$ cat config.mk
export PLATFORM = sky130hd
export DESIGN_NAME = periodic_timer_bank
export DESIGN_NICKNAME = d
export VERILOG_FILES = /design/src/sv/ptb_pkg.sv /design/src/sv/ptb_ram.sv /design/src/sv/ptb_alu.sv /design/src/sv/periodic_timer_bank.sv
export SDC_FILE = /design/constraint.sdc
export NUM_CORES = 2
export LEC_CHECK = 0
export BUFFER_PORTS_ARGS = -buffer_cell sky130_fd_sc_hd__clkbuf_2
export CORE_MARGIN = 2
export CORE_UTILIZATION = 55
export CTS_CLUSTER_SIZE = 14
export DETAILED_ROUTE_END_ITERATION = 8
export GPL_TIMING_DRIVEN = 0
export PLACE_DENSITY = 0.68
export SLEW_MARGIN = 10
export SYNTH_ARGS = -nofsm -noshare
export SYNTH_HDL_FRONTEND = slang
export SYNTH_HIERARCHICAL = 1
export SYNTH_SLANG_ARGS = --single-unit
export TNS_END_PERCENT = 20
$ cat constraint.sdc
create_clock -name clock -period 11 [get_ports clock]
set_clock_uncertainty 0.15 [all_clocks]
set_input_delay 1.1 -clock clock [delete_from_list [all_inputs] [get_ports clock]]
set_output_delay 1.1 -clock clock [all_outputs]
set_load 0.01 [all_outputs]
$ cat src/sv/ptb_pkg.sv
// ----------------------------------------------------------------------------
// Periodic timer bank package
// Shared field widths, command codes and the request, response and
// arithmetic-unit struct types.
// ----------------------------------------------------------------------------
package ptb_pkg;

   localparam int CMD_W   = 3;
   localparam int IDX_W   = 4;
   localparam int CNT_W   = 32;
   localparam int MASK_W  = 16;

   // Milliseconds per second and the split point of the tick conversion.
   localparam int          MS_PER_S = 1000;
   localparam logic [31:0] MS_SPLIT = 32'd1000000;

   // Reciprocal of 1000 scaled by 2^38; exact quotient for any 32-bit dividend.
   localparam logic [31:0] MS_RECIP       = 32'h1062_4DD3;
   localparam int          MS_RECIP_SHIFT = 38;

   // Command codes.
   localparam logic [CMD_W-1:0] CMD_TICK    = 3'd0;
   localparam logic [CMD_W-1:0] CMD_START   = 3'd1;
   localparam logic [CMD_W-1:0] CMD_RESTART = 3'd2;
   localparam logic [CMD_W-1:0] CMD_ENABLE  = 3'd3;
   localparam logic [CMD_W-1:0] CMD_DISABLE = 3'd4;
   localparam logic [CMD_W-1:0] CMD_READ    = 3'd5;

   typedef struct packed {
      logic [CMD_W-1:0] cmd;
      logic [IDX_W-1:0] timer_index;
      logic [31:0]      duration_ms;
   } req_type;

   typedef struct packed {
      logic [MASK_W-1:0] fired_mask;
      logic [CNT_W-1:0]  count_value;
   } rsp_type;

   // Operands of the shared add and compare unit.
   typedef struct packed {
      logic [CNT_W-1:0] a;
      logic [CNT_W-1:0] b;
      logic             inc;
   } alu_req_type;

   // Results of the shared add and compare unit.
   typedef struct packed {
      logic [CNT_W-1:0] sum;
      logic             ge;
   } alu_rsp_type;

endpackage

$ cat src/sv/ptb_ram.sv
// ----------------------------------------------------------------------------
// Periodic timer bank RAM
// Generic single-write, single-read RAM with a registered read port.
// ----------------------------------------------------------------------------
module ptb_ram #(
   parameter int WIDTH = 32,
   parameter int DEPTH = 16
) (
   input  logic                                   clock,
   input  logic                                   wr_en,
   input  logic [((DEPTH > 1) ? $clog2(DEPTH) : 1)-1:0] wr_addr,
   input  logic [WIDTH-1:0]                       wr_data,
   input  logic                                   rd_en,
   input  logic [((DEPTH > 1) ? $clog2(DEPTH) : 1)-1:0] rd_addr,
   output logic [WIDTH-1:0]                       rd_data
);

   logic [WIDTH-1:0] mem_ff [DEPTH];
   logic [WIDTH-1:0] rd_data_ff;

   // Write port and registered read port.
   always_ff @(posedge clock) begin
      if (wr_en) begin
         mem_ff[wr_addr] <= wr_data;
      end
      if (rd_en) begin
         rd_data_ff <= mem_ff[rd_addr];
      end
   end

   assign rd_data = rd_data_ff;

endmodule

$ cat src/sv/ptb_alu.sv
// ----------------------------------------------------------------------------
// Periodic timer bank add and compare unit
// Shared unit: adds an optional increment to one operand and compares the
// sum against the other, giving the sum and a greater-or-equal flag.
// ----------------------------------------------------------------------------
module ptb_alu (
   input  ptb_pkg::alu_req_type op,
   output ptb_pkg::alu_rsp_type res
);
   import ptb_pkg::*;

   logic [CNT_W-1:0] sum;
   logic [CNT_W:0]   wide_diff;

   // Increment wraps at the word width, then a subtract gives the compare.
   assign sum       = op.a + CNT_W'(op.inc);
   assign wide_diff = {1'b0, sum} - {1'b0, op.b};

   assign res.sum  = sum;
   assign res.ge   = ~wide_diff[CNT_W];

endmodule

$ cat src/sv/periodic_timer_bank.sv
// ----------------------------------------------------------------------------
// Periodic timer bank
// A bank of periodic timers with start, restart, enable, disable, read and
// tick commands, built around one shared add and compare unit.
// ----------------------------------------------------------------------------
// Usage: one command beat enters on the req_ channel and exactly one result
// beat leaves on the rsp_ channel. A tick sweeps the bank one timer per cycle
// through the add and compare unit and returns the fired mask; a read returns
// the addressed count; every other command returns zeros.
// From acceptance to the result register: a tick runs the sweep (one read
// per timer), drains the update stage and hands over; a start runs a
// multiply by the tick rate and a reciprocal multiply for the divide by
// 1000, in either order, then the write and the hand-over; a read runs the
// read, the read wait and the hand-over; restart, enable and disable run the
// write and the hand-over; an unknown code or an out-of-range index hands over.
// Only one command is in flight: req_stall is high from acceptance until the
// result is handed to the output register, and the next command can be
// taken in the cycle after. The output register holds its beat while
// rsp_stall is high, and a new command may be accepted meanwhile.
// Reset clears all enables, marks every stored period and count as unwritten
// (reading as all ones and zero) and empties the result register; no
// clearing pass is needed.
// ----------------------------------------------------------------------------
module periodic_timer_bank #(
   parameter int NUM_TIMERS   = 16,
   parameter int TICK_RATE_HZ = 1000
) (
   input  logic             clock,
   input  logic             reset,
   input  logic             req_valid,
   output logic             req_stall,
   input  ptb_pkg::req_type req_data,
   output logic             rsp_valid,
   input  logic             rsp_stall,
   output ptb_pkg::rsp_type rsp_data
);
   import ptb_pkg::*;

   localparam int IW = (NUM_TIMERS > 1) ? $clog2(NUM_TIMERS) : 1;
   localparam int SW = $clog2(NUM_TIMERS + 1);
   localparam int DW = 2 * CNT_W;
   localparam logic [CNT_W-1:0] RATE = CNT_W'(TICK_RATE_HZ);

   typedef enum logic [7:0] {
      S_IDLE = 8'b0000_0001,
      S_TICK = 8'b0000_0010,
      S_RD   = 8'b0000_0100,
      S_RDW  = 8'b0000_1000,
      S_MUL  = 8'b0001_0000,
      S_DIV  = 8'b0010_0000,
      S_WR   = 8'b0100_0000,
      S_DONE = 8'b1000_0000
   } state_type;

   state_type         state_ff, state_in;
   req_type           req_ff, req_in;
   logic              big_ff, big_in;
   logic [SW-1:0]     sweep_ff, sweep_in;
   logic              s1_vld_ff, s1_vld_in;
   logic [IW-1:0]     s1_idx_ff, s1_idx_in;
   logic [MASK_W-1:0] mask_ff, mask_in;
   logic [CNT_W-1:0]  cnt_out_ff, cnt_out_in;
   logic [DW-1:0]     div_ff, div_in;
   logic [NUM_TIMERS-1:0] enable_ff, enable_in;
   logic [NUM_TIMERS-1:0] per_vld_ff, per_vld_in;
   logic [NUM_TIMERS-1:0] cnt_vld_ff, cnt_vld_in;
   logic              pv_q_ff, cv_q_ff;
   logic              rsp_valid_ff, rsp_valid_in;
   rsp_type           rsp_ff, rsp_in;

   logic              accept;
   logic              in_idx_ok;
   logic [IW-1:0]     req_addr;
   logic              rd_en;
   logic [IW-1:0]     rd_addr;
   logic [CNT_W-1:0]  per_rd, cnt_rd;
   logic [CNT_W-1:0]  per_eff, cnt_eff;
   logic              per_we, cnt_we;
   logic [IW-1:0]     wr_addr;
   logic [CNT_W-1:0]  per_wd, cnt_wd;
   logic [CNT_W-1:0]  mul_a, mul_b;
   logic [DW-1:0]     product;
   logic [CNT_W-1:0]  period_sat;
   logic              issue;
   logic              load_rsp;
   alu_req_type       alu_op;
   alu_rsp_type       alu_res;

   assign accept    = req_valid && !req_stall;
   assign req_stall = (state_ff != S_IDLE);
   assign in_idx_ok = (int'(req_data.timer_index) < NUM_TIMERS);
   assign req_addr  = IW'(req_ff.timer_index);

   // Unwritten entries read as their reset values.
   assign per_eff = pv_q_ff ? per_rd : '1;
   assign cnt_eff = cv_q_ff ? cnt_rd : '0;

   // One multiplier serves the scaling by the tick rate and the reciprocal
   // divide by 1000; the multiplier always takes its working value from the low word.
   assign mul_a   = div_ff[CNT_W-1:0];
   assign mul_b   = (state_ff == S_DIV) ? MS_RECIP : RATE;
   assign product = DW'(mul_a) * DW'(mul_b);

   // Saturate the converted period at all ones.
   assign period_sat = (|div_ff[DW-1:CNT_W]) ? '1 : div_ff[CNT_W-1:0];

   // Operand selection for the shared unit.
   always_comb begin
      alu_op.a   = cnt_eff;
      alu_op.b   = per_eff;
      alu_op.inc = 1'b1;
   end

   ptb_alu u_alu (
      .op  (alu_op),
      .res (alu_res)
   );

   ptb_ram #(.WIDTH(CNT_W), .DEPTH(NUM_TIMERS)) u_period_ram (
      .clock   (clock),
      .wr_en   (per_we),
      .wr_addr (wr_addr),
      .wr_data (per_wd),
      .rd_en   (rd_en),
      .rd_addr (rd_addr),
      .rd_data (per_rd)
   );

   ptb_ram #(.WIDTH(CNT_W), .DEPTH(NUM_TIMERS)) u_count_ram (
      .clock   (clock),
      .wr_en   (cnt_we),
      .wr_addr (wr_addr),
      .wr_data (cnt_wd),
      .rd_en   (rd_en),
      .rd_addr (rd_addr),
      .rd_data (cnt_rd)
   );

   // Sequencer and datapath next-state logic.
   always_comb begin
      state_in   = state_ff;
      req_in     = req_ff;
      big_in     = big_ff;
      sweep_in   = sweep_ff;
      s1_vld_in  = 1'b0;
      s1_idx_in  = s1_idx_ff;
      mask_in    = mask_ff;
      cnt_out_in = cnt_out_ff;
      div_in     = div_ff;
      enable_in  = enable_ff;
      per_vld_in = per_vld_ff;
      cnt_vld_in = cnt_vld_ff;
      rd_en      = 1'b0;
      rd_addr    = req_addr;
      per_we     = 1'b0;
      cnt_we     = 1'b0;
      wr_addr    = req_addr;
      per_wd     = period_sat;
      cnt_wd     = '0;
      issue      = 1'b0;
      load_rsp   = 1'b0;

      unique case (state_ff)
         S_IDLE: begin
            if (accept) begin
               req_in     = req_data;
               mask_in    = '0;
               cnt_out_in = '0;
               big_in     = (req_data.duration_ms > MS_SPLIT);
               priority if (req_data.cmd == CMD_TICK) begin
                  sweep_in = '0;
                  state_in = S_TICK;
               end else if (!in_idx_ok) begin
                  state_in = S_DONE;
               end else if (req_data.cmd == CMD_START) begin
                  div_in   = DW'(req_data.duration_ms);
                  state_in = (req_data.duration_ms > MS_SPLIT) ? S_DIV : S_MUL;
               end else if (req_data.cmd == CMD_READ) begin
                  state_in = S_RD;
               end else if (req_data.cmd == CMD_RESTART || req_data.cmd == CMD_ENABLE ||
                            req_data.cmd == CMD_DISABLE) begin
                  state_in = S_WR;
               end else begin
                  state_in = S_DONE;
               end
            end
         end

         S_TICK: begin
            // Issue one read per cycle while the second stage updates.
            issue     = (int'(sweep_ff) < NUM_TIMERS);
            rd_en     = issue;
            rd_addr   = IW'(sweep_ff);
            s1_vld_in = issue;
            s1_idx_in = IW'(sweep_ff);
            if (issue) begin
               sweep_in = sweep_ff + SW'(1);
            end
            if (s1_vld_ff && enable_ff[s1_idx_ff]) begin
               cnt_we                = 1'b1;
               wr_addr               = s1_idx_ff;
               cnt_wd                = alu_res.ge ? '0 : alu_res.sum;
               cnt_vld_in[s1_idx_ff] = 1'b1;
               for (int j = 0; j < MASK_W; j++) begin
                  if (alu_res.ge && int'(s1_idx_ff) == j) begin
                     mask_in[j] = 1'b1;
                  end
               end
            end
            if (!issue && !s1_vld_ff) begin
               state_in = S_DONE;
            end
         end

         S_RD: begin
            rd_en    = 1'b1;
            state_in = S_RDW;
         end

         S_RDW: begin
            cnt_out_in = cnt_eff;
            state_in   = S_DONE;
         end

         S_MUL: begin
            div_in   = product;
            state_in = big_ff ? S_WR : S_DIV;
         end

         S_DIV: begin
            // Quotient by 1000 from the high bits of the reciprocal product.
            div_in   = DW'(product[DW-1:MS_RECIP_SHIFT]);
            state_in = big_ff ? S_MUL : S_WR;
         end

         S_WR: begin
            unique case (req_ff.cmd)
               CMD_START: begin
                  per_we               = 1'b1;
                  cnt_we               = 1'b1;
                  per_vld_in[req_addr] = 1'b1;
                  cnt_vld_in[req_addr] = 1'b1;
                  enable_in[req_addr]  = 1'b1;
               end
               CMD_RESTART: begin
                  cnt_we               = 1'b1;
                  cnt_vld_in[req_addr] = 1'b1;
               end
               CMD_ENABLE: begin
                  enable_in[req_addr] = 1'b1;
               end
               CMD_DISABLE: begin
                  enable_in[req_addr] = 1'b0;
               end
               default: begin
               end
            endcase
            state_in = S_DONE;
         end

         S_DONE: begin
            if (!rsp_valid_ff || !rsp_stall) begin
               load_rsp = 1'b1;
               state_in = S_IDLE;
            end
         end

         default: begin
            state_in = S_IDLE;
         end
      endcase
   end

   // Result register between the sequencer and the receiver.
   assign rsp_valid_in = load_rsp || (rsp_valid_ff && rsp_stall);
   assign rsp_in       = load_rsp ? rsp_type'{fired_mask: mask_ff, count_value: cnt_out_ff}
                                  : rsp_ff;

   // Control registers.
   always_ff @(posedge clock) begin
      if (reset) begin
         state_ff     <= S_IDLE;
         s1_vld_ff    <= 1'b0;
         enable_ff    <= '0;
         per_vld_ff   <= '0;
         cnt_vld_ff   <= '0;
         rsp_valid_ff <= 1'b0;
      end else begin
         state_ff     <= state_in;
         s1_vld_ff    <= s1_vld_in;
         enable_ff    <= enable_in;
         per_vld_ff   <= per_vld_in;
         cnt_vld_ff   <= cnt_vld_in;
         rsp_valid_ff <= rsp_valid_in;
      end
   end

   // Payload and datapath registers.
   always_ff @(posedge clock) begin
      req_ff     <= req_in;
      big_ff     <= big_in;
      sweep_ff   <= sweep_in;
      s1_idx_ff  <= s1_idx_in;
      mask_ff    <= mask_in;
      cnt_out_ff <= cnt_out_in;
      div_ff     <= div_in;
      pv_q_ff    <= per_vld_ff[rd_addr];
      cv_q_ff    <= cnt_vld_ff[rd_addr];
      rsp_ff     <= rsp_in;
   end

   assign rsp_valid = rsp_valid_ff;
   assign rsp_data  = rsp_ff;

   // A result beat never carries both a fired mask and a count.
   assert property (@(posedge clock) disable iff (reset)
      rsp_valid_ff |-> (rsp_ff.fired_mask == '0) || (rsp_ff.count_value == '0))
      else $error("result beat carries both a fired mask and a count");

   // The divide step hands over to the multiply or to the write.
   assert property (@(posedge clock) disable iff (reset)
      (state_ff == S_DIV) |=> (state_ff == S_MUL) || (state_ff == S_WR))
      else $error("divide step left for an unexpected state");

   // A stalled result beat stays valid and unchanged.
   assert property (@(posedge clock) disable iff (reset)
      (rsp_valid_ff && rsp_stall) |=> (rsp_valid_ff && $stable(rsp_ff)))
      else $error("stalled result beat changed");

   // Loading a result returns the sequencer to idle.
   assert property (@(posedge clock) disable iff (reset)
      $rose(rsp_valid_ff) |-> (state_ff == S_IDLE))
      else $error("result loaded without returning to idle");

endmodule

---- After elaboration in Yosys (flattened, before gate mapping) ----
Memories as Yosys holds them, arrays and structs flattened. A register that Yosys moved wholly into a read port is not among the register bits.
Cells that the tools add are included.
storage, ports and cells
  register bits ........................... 237
  bits in latches ......................... 0
  RAM bits ................................ 1024
  bits in read-only memories .............. 0
  input bits .............................. 43
  output and inout bits ................... 50
  word-level logic and storage cells ...... 255
  memories ................................ 2
operators by class
  $add $sub $neg .......................... 3
  $mul .................................... 1
  div/mod/pow operators ................... 0
  order comparisons ....................... 7
  eq/ne operators ......................... 58
  shift operators ......................... 0
  multiplexer cells ....................... 76
  bitwise gates (word level) .............. 8
  reduce and logical (&&, ||, !) cells .... 67
memory list
  memory               words  width  read ports  clocked after Yosys merged registers in  write ports  line           source
  u_count_ram.mem_ff   16     32     1           1                                        1            ptb_ram.sv:18  logic [WIDTH-1:0] mem_ff [DEPTH];
  u_period_ram.mem_ff  16     32     1           1                                        1            ptb_ram.sv:18
operators with widths
  operator                                                          number
  two-way mux 32 bit                                                7
  two-way mux 64 bit                                                3
  one-hot mux 64 bit (3 select lines)                               1
  one-hot mux 16 bit (2 select lines)                               3
  AND reduction 4 bit                                               18
  two-way mux 16 bit                                                4
  OR 16 bit                                                         4
  one-hot mux 32 bit (2 select lines)                               1
  multiplier 32 x 29 -> 61 bit                                      1
  two-way mux 8 bit                                                 7
  one-hot mux 8 bit (7 select lines)                                1
  != test 2 bit (second input constant)                             25
  subtractor 32 x 32 -> 33 bit                                      1
  adder 32 x 1 -> 32 bit (second input constant)                    1
  equality test 4 bit (second input constant)                       8
  greater-than comparator 32 x 20 -> 1 bit (second input constant)  1
  OR reduction 32 bit                                               1
  two-way mux 1 bit                                                 31
  two-way mux 29 bit                                                1
  logical AND 1 bit                                                 22
  AND 16 bit                                                        1
  equality test 4 x 3 -> 1 bit (second input constant)              4
  inverter 16 bit                                                   1
  less-than comparator 4 x 5 -> 1 bit (second input constant)       3
  other kinds (35)                                                  70

---- Depth between registers and ports, before layout ----
  depth in word-level cells ............... 9
  mapped depth ............................ 33
  depth with buffers taken out ............ 31

---- Hierarchy ----
Netlist, hierarchy kept.
modules (own cells, without submodules)
  module                   times used  cells each  area an instance (µm²)
  periodic_timer_bank      1           2968        28247.1
  ptb_ram at u_count_ram   1           838         20174.3
  ptb_ram at u_period_ram  1           838         20155.6
  ptb_alu                  1           194         1383.8

---- Worst setup path after synthesis ----
No wires, ideal clock.
  path type ............................... register to register
  from .................................... reg state_ff[7]
  to ...................................... reg div_ff[22], data pin
  setup time .............................. 0.267 ns
  data arrival time ....................... 8.097 ns
  data required time ...................... 10.583 ns
  path slack .............................. 2.486 ns
  cell stages (with the launch flop) ...... 30
  period minus slack after synthesis ...... 8.514 ns
  cell sequence ........................... dfxtp_1 -> or4_4 -> or3_4 -> nor3b_2 -> buf_2 -> nand2_1 -> inv_1 -> or2_2 -> ha_1 -> fa_1 -> fa_1 -> inv_1 -> fa_1 -> inv_1 -> fa_1 -> fa_1 -> fa_1 -> inv_1 -> fa_1 -> inv_1 -> ha_1 -> and4_1 -> and3_1 -> a221oi_1 -> o31a_2 -> o2111ai_2 -> nand2_2 -> o41ai_2 -> a2111oi_2 -> o31ai_2
on the way
  cells in the longest elaborated chain, start to end .. 4
  elaborated cells between the ends (all ways) .. 6
  those cells by class .................... mul (1); eq/ne (3); mux (2)
RTL lines
  item                                   line                                                    source
  start: declaration                     periodic_timer_bank.sv:55                               state_type state_ff, state_in;
  start signal: assignment               periodic_timer_bank.sv:289                              state_ff <= state_in;
  equality test 8 x 6 -> 1 bit           periodic_timer_bank.sv:101, periodic_timer_bank.sv:163
  two-way mux 29 bit                     periodic_timer_bank.sv:101                              assign mul_b = (state_ff == S_DIV) ? MS_RECIP : RATE;
  multiplier 32 x 29 -> 61 bit           periodic_timer_bank.sv:102                              assign product = DW'(mul_a) * DW'(mul_b);
  one-hot mux 64 bit (3 select lines) *  periodic_timer_bank.sv:163                              unique case (state_ff)
  named net div_in[22]                   periodic_timer_bank.sv:63                               logic [DW-1:0] div_ff, div_in;
  end signal: assignment                 periodic_timer_bank.sv:306                              div_ff <= div_in;
  end: declaration                       periodic_timer_bank.sv:63
Mark *: on every way through the listed nets, which the timed path passes. The rest lies on a longest branch.
A chain may end at the register's enable or synchronous reset.

---- Final worst setup path ----
  from .................................... reg state_ff[7]
  to ...................................... reg div_ff[15], data pin
The elaborated chain is that of the path after synthesis.

==> out/summary.txt <==
Run status: completed
Setup ws final: 276.8 ps
Input/output buffers: 91
Chip width: 360.7 um
Clock tree sinks: 1322
R2R Setup Slk: 280 ps
RR Endpoint: div_ff[15]
Final period util: 97.48%
Synth async-reset ratio: 0%
Initial antenna violation count: 3
Placeable core area: 125900 um2
PD cells: 211.3 nW/um2
Largest net degree at the start of global routing: 30
Post-DR vias/cell: 5.896
Final Hold Fails: 0
Reg clk slew, reported paths: 60 ps
Chip height: 360.7 um
R2R cell count: 32
FMAX: 93.26 MHz
Fill cells: 9389
Finished Layout Cells: 6919
Crit-path max cell delay: 560 ps
Metal2 WL: 86370 um
Top Metal Used: met5
Leakage Power: 33.70 nW
CTS tree: yes
Post-synthesis sequential area ratio: 55.88%
Worst-skew pair later-pin latency: 770 ps
Via Count: 40.79k
Dominant register cell in the synthesized netlist: edfxtp_1
Hold path start: cnt_out_ff[31]
Core Util, Final: 62.24%
Final wirelength: 176400 um
DR WL met3: 12470 um
Total CTS buffers: 132
Register area: 39100 um2
Area Overhead vs Synth: 12.00%
Slew Limit Headroom: 16.70%
Final nets: 5982
I/O pins: 93
Worst-path maximum fanout: 10
Grt ovf: 0
First-pass GRT wire length: 264100 um
Min-Delay Path Class: reg -> reg
DIE AREA: 130100 um2
Commonest non-fill, non-tap cell in the layout: edfxtp_1
Post-DRT Antenna Nets: 0
Worst Setup Start Kind: register
Crit-path slowest cell: or4_4
H-tree depth: 4
DR pass1 iterations: 7
Root Driver: clkbuf_16
Worst Hold Path Cells: 0
Initial DRC Count: 4247
Layout cell share with drive strength beyond 1: 14.56%
Met1 Wirelength: 72640 um
Post-synth cell types: 94
Final Slew Violations: 0
Avg Synthesized Cell Area: 14.46 um2
CP required: 11290 ps
Number of flops mapped to enable cells by yosys: 1262
CP arrival: 11010 ps
Synth Cell Area: 69960 um2
Peak supply drop: 0.2465 mV
RSZ-0062 raised after global routing: false
RR Startpoint: state_ff[7]
Placed cell count: 6680
Setup Buffers After CTS: 0
HPWL after DPL: 129900 um
FP Rows: 130
Total power: 16.56 mW
GRT Util Overall: 27.59%
Setup Viol. Count Final: 0
Slew @ Worst Pin: 1239 ps
Clk buf depth: 3
Cells after synthesis: 4838
Worst hold slack: 266.8 ps
Dpl ws: 229.2 ps
Min Tclk post-route: 10720 ps
Drt wl/cell: 25.50 um
Multi-input gate area: 27650 um2
Vias in the first global route: 41.23k
Synthesized flop and latch total: 1322
Kind of critical path: reg -> reg
MaxCap Viol Count: 0
Hold Path Sink: rsp_data[31]
Drc violations: 0
Hold buffer count at CTS: 0
Most frequent cells in the layout: edfxtp_1 (1262), inv_1 (710), ha_1 (410)
Initial Util: 55.57%
CP Launch Point: state_ff[7]
CP endpoint kind: register
Gpl congestion: 0.9298
Synthesis warning total: 6
[per-stage QoR]
stage | cell area (um2) | setup TNS, ps
2_1_floorplan | 70080 | 0
3_3_place_gp | 72600 | -19890
3_5_place_dp | 73950 | 0
4_1_cts | 78350 | 0
5_1_grt | 78350 | 0
6_report | 78360 | 0
[cells in the mapped netlist (67+ instances only)]
| master | instances | area share, % |
|---|---|---|
| a21oi_1 | 165 | 1.2 |
| a22oi_1 | 146 | 1.6 |
| and2_1 | 67 | 0.60 |
| clkbuf_1 | 127 | 0.68 |
| edfxtp_1 | 1262 | 54 |
| fa_1 | 365 | 10 |
| ha_1 | 410 | 7.3 |
| inv_1 | 710 | 3.8 |
| mux4_2 | 261 | 8.4 |
| nand2_1 | 320 | 1.7 |
| nor2_1 | 217 | 1.2 |
| o21ai_0 | 76 | 0.54 |
[how the worst max path moves through the flow]
stage                                     to  slack [ps]
floorplan                         div_ff[22]        2490
global placement    u_period_ram/rd_data[22]        -330
detailed placement                div_ff[15]         230
CTS                               div_ff[15]         180
global route                      div_ff[15]          90
finish                            div_ff[15]         280
[area by class of cell]
type / count / share of cell area [%]
clock buffer: 161 / 4.454
multi-input combinational: 2635 / 35.29
antenna: 2 / 0.006387
clock inverter: 76 / 1.155
sequential: 1322 / 49.90
buffer: 200 / 1.167
timing repair buffer: 160 / 1.980
tap: 1650 / 2.635
inverter: 713 / 3.416
[what timing repair did]
action,in CTS,in global routing
resized for setup,0,1
hold endpoints to repair,0,0
endpoints found under the setup margin,0,6
[state kept, by name (all words and copies together), names as in the netlist, 5 cells and up, named ones only]
register              cells
cnt_out_ff               32
cnt_vld_ff               16
div_ff                   61
mask_ff                  16
per_vld_ff               16
rsp_data                 48
state_ff                  8
sweep_ff                  5
u_count_ram/mem_ff      512
u_count_ram/rd_data      32
u_period_ram/mem_ff     512
u_period_ram/rd_data     32
[layer usage]
metal / up-vias / GRT usage [%]
met4: 2 / 8.245
met5: - / 0
met2: 1607 / 45.54
met3: 294 / 3.848
li1: 18000 / -
met1: 20890 / 38.49
[power by group]
group | total, mW | internal [mW] | leakage (nW) | switching (mW)
Sequential | 5.65 | 5.58 | 14.6 | 0.0727
Clock | 4.57 | 2.64 | 2.12 | 1.93
Combinational | 6.33 | 2.22 | 17.0 | 4.11
[cell families (layout without fill, tap and decap cells)]
kind of cell,Yosys count,in the layout,share of synthesized area [%]
AOI/OAI and AO/OA,526,526,4.866
muxes,272,272,8.588
other,2,36,0.01073
DFF,1322,1322,55.88
buffers and inverters,913,1310,5.133
adders and majority gates,775,775,17.78
xor gates and xnor gates,88,88,1.112
and+or+nand+nor,940,940,6.628
[critical path, delay by kind of cell (launching register included)]
kind                       cells  cell delay, ps
buffers and inverters          9            1360
AOI/OAI and AO/OA              5            1440
adders and majority gates      9            4010
and+or+nand+nor                8            2670
xor gates and xnor gates       1             380
DFF                            1             350
Note: power is estimated with default switching activity, not from simulation.
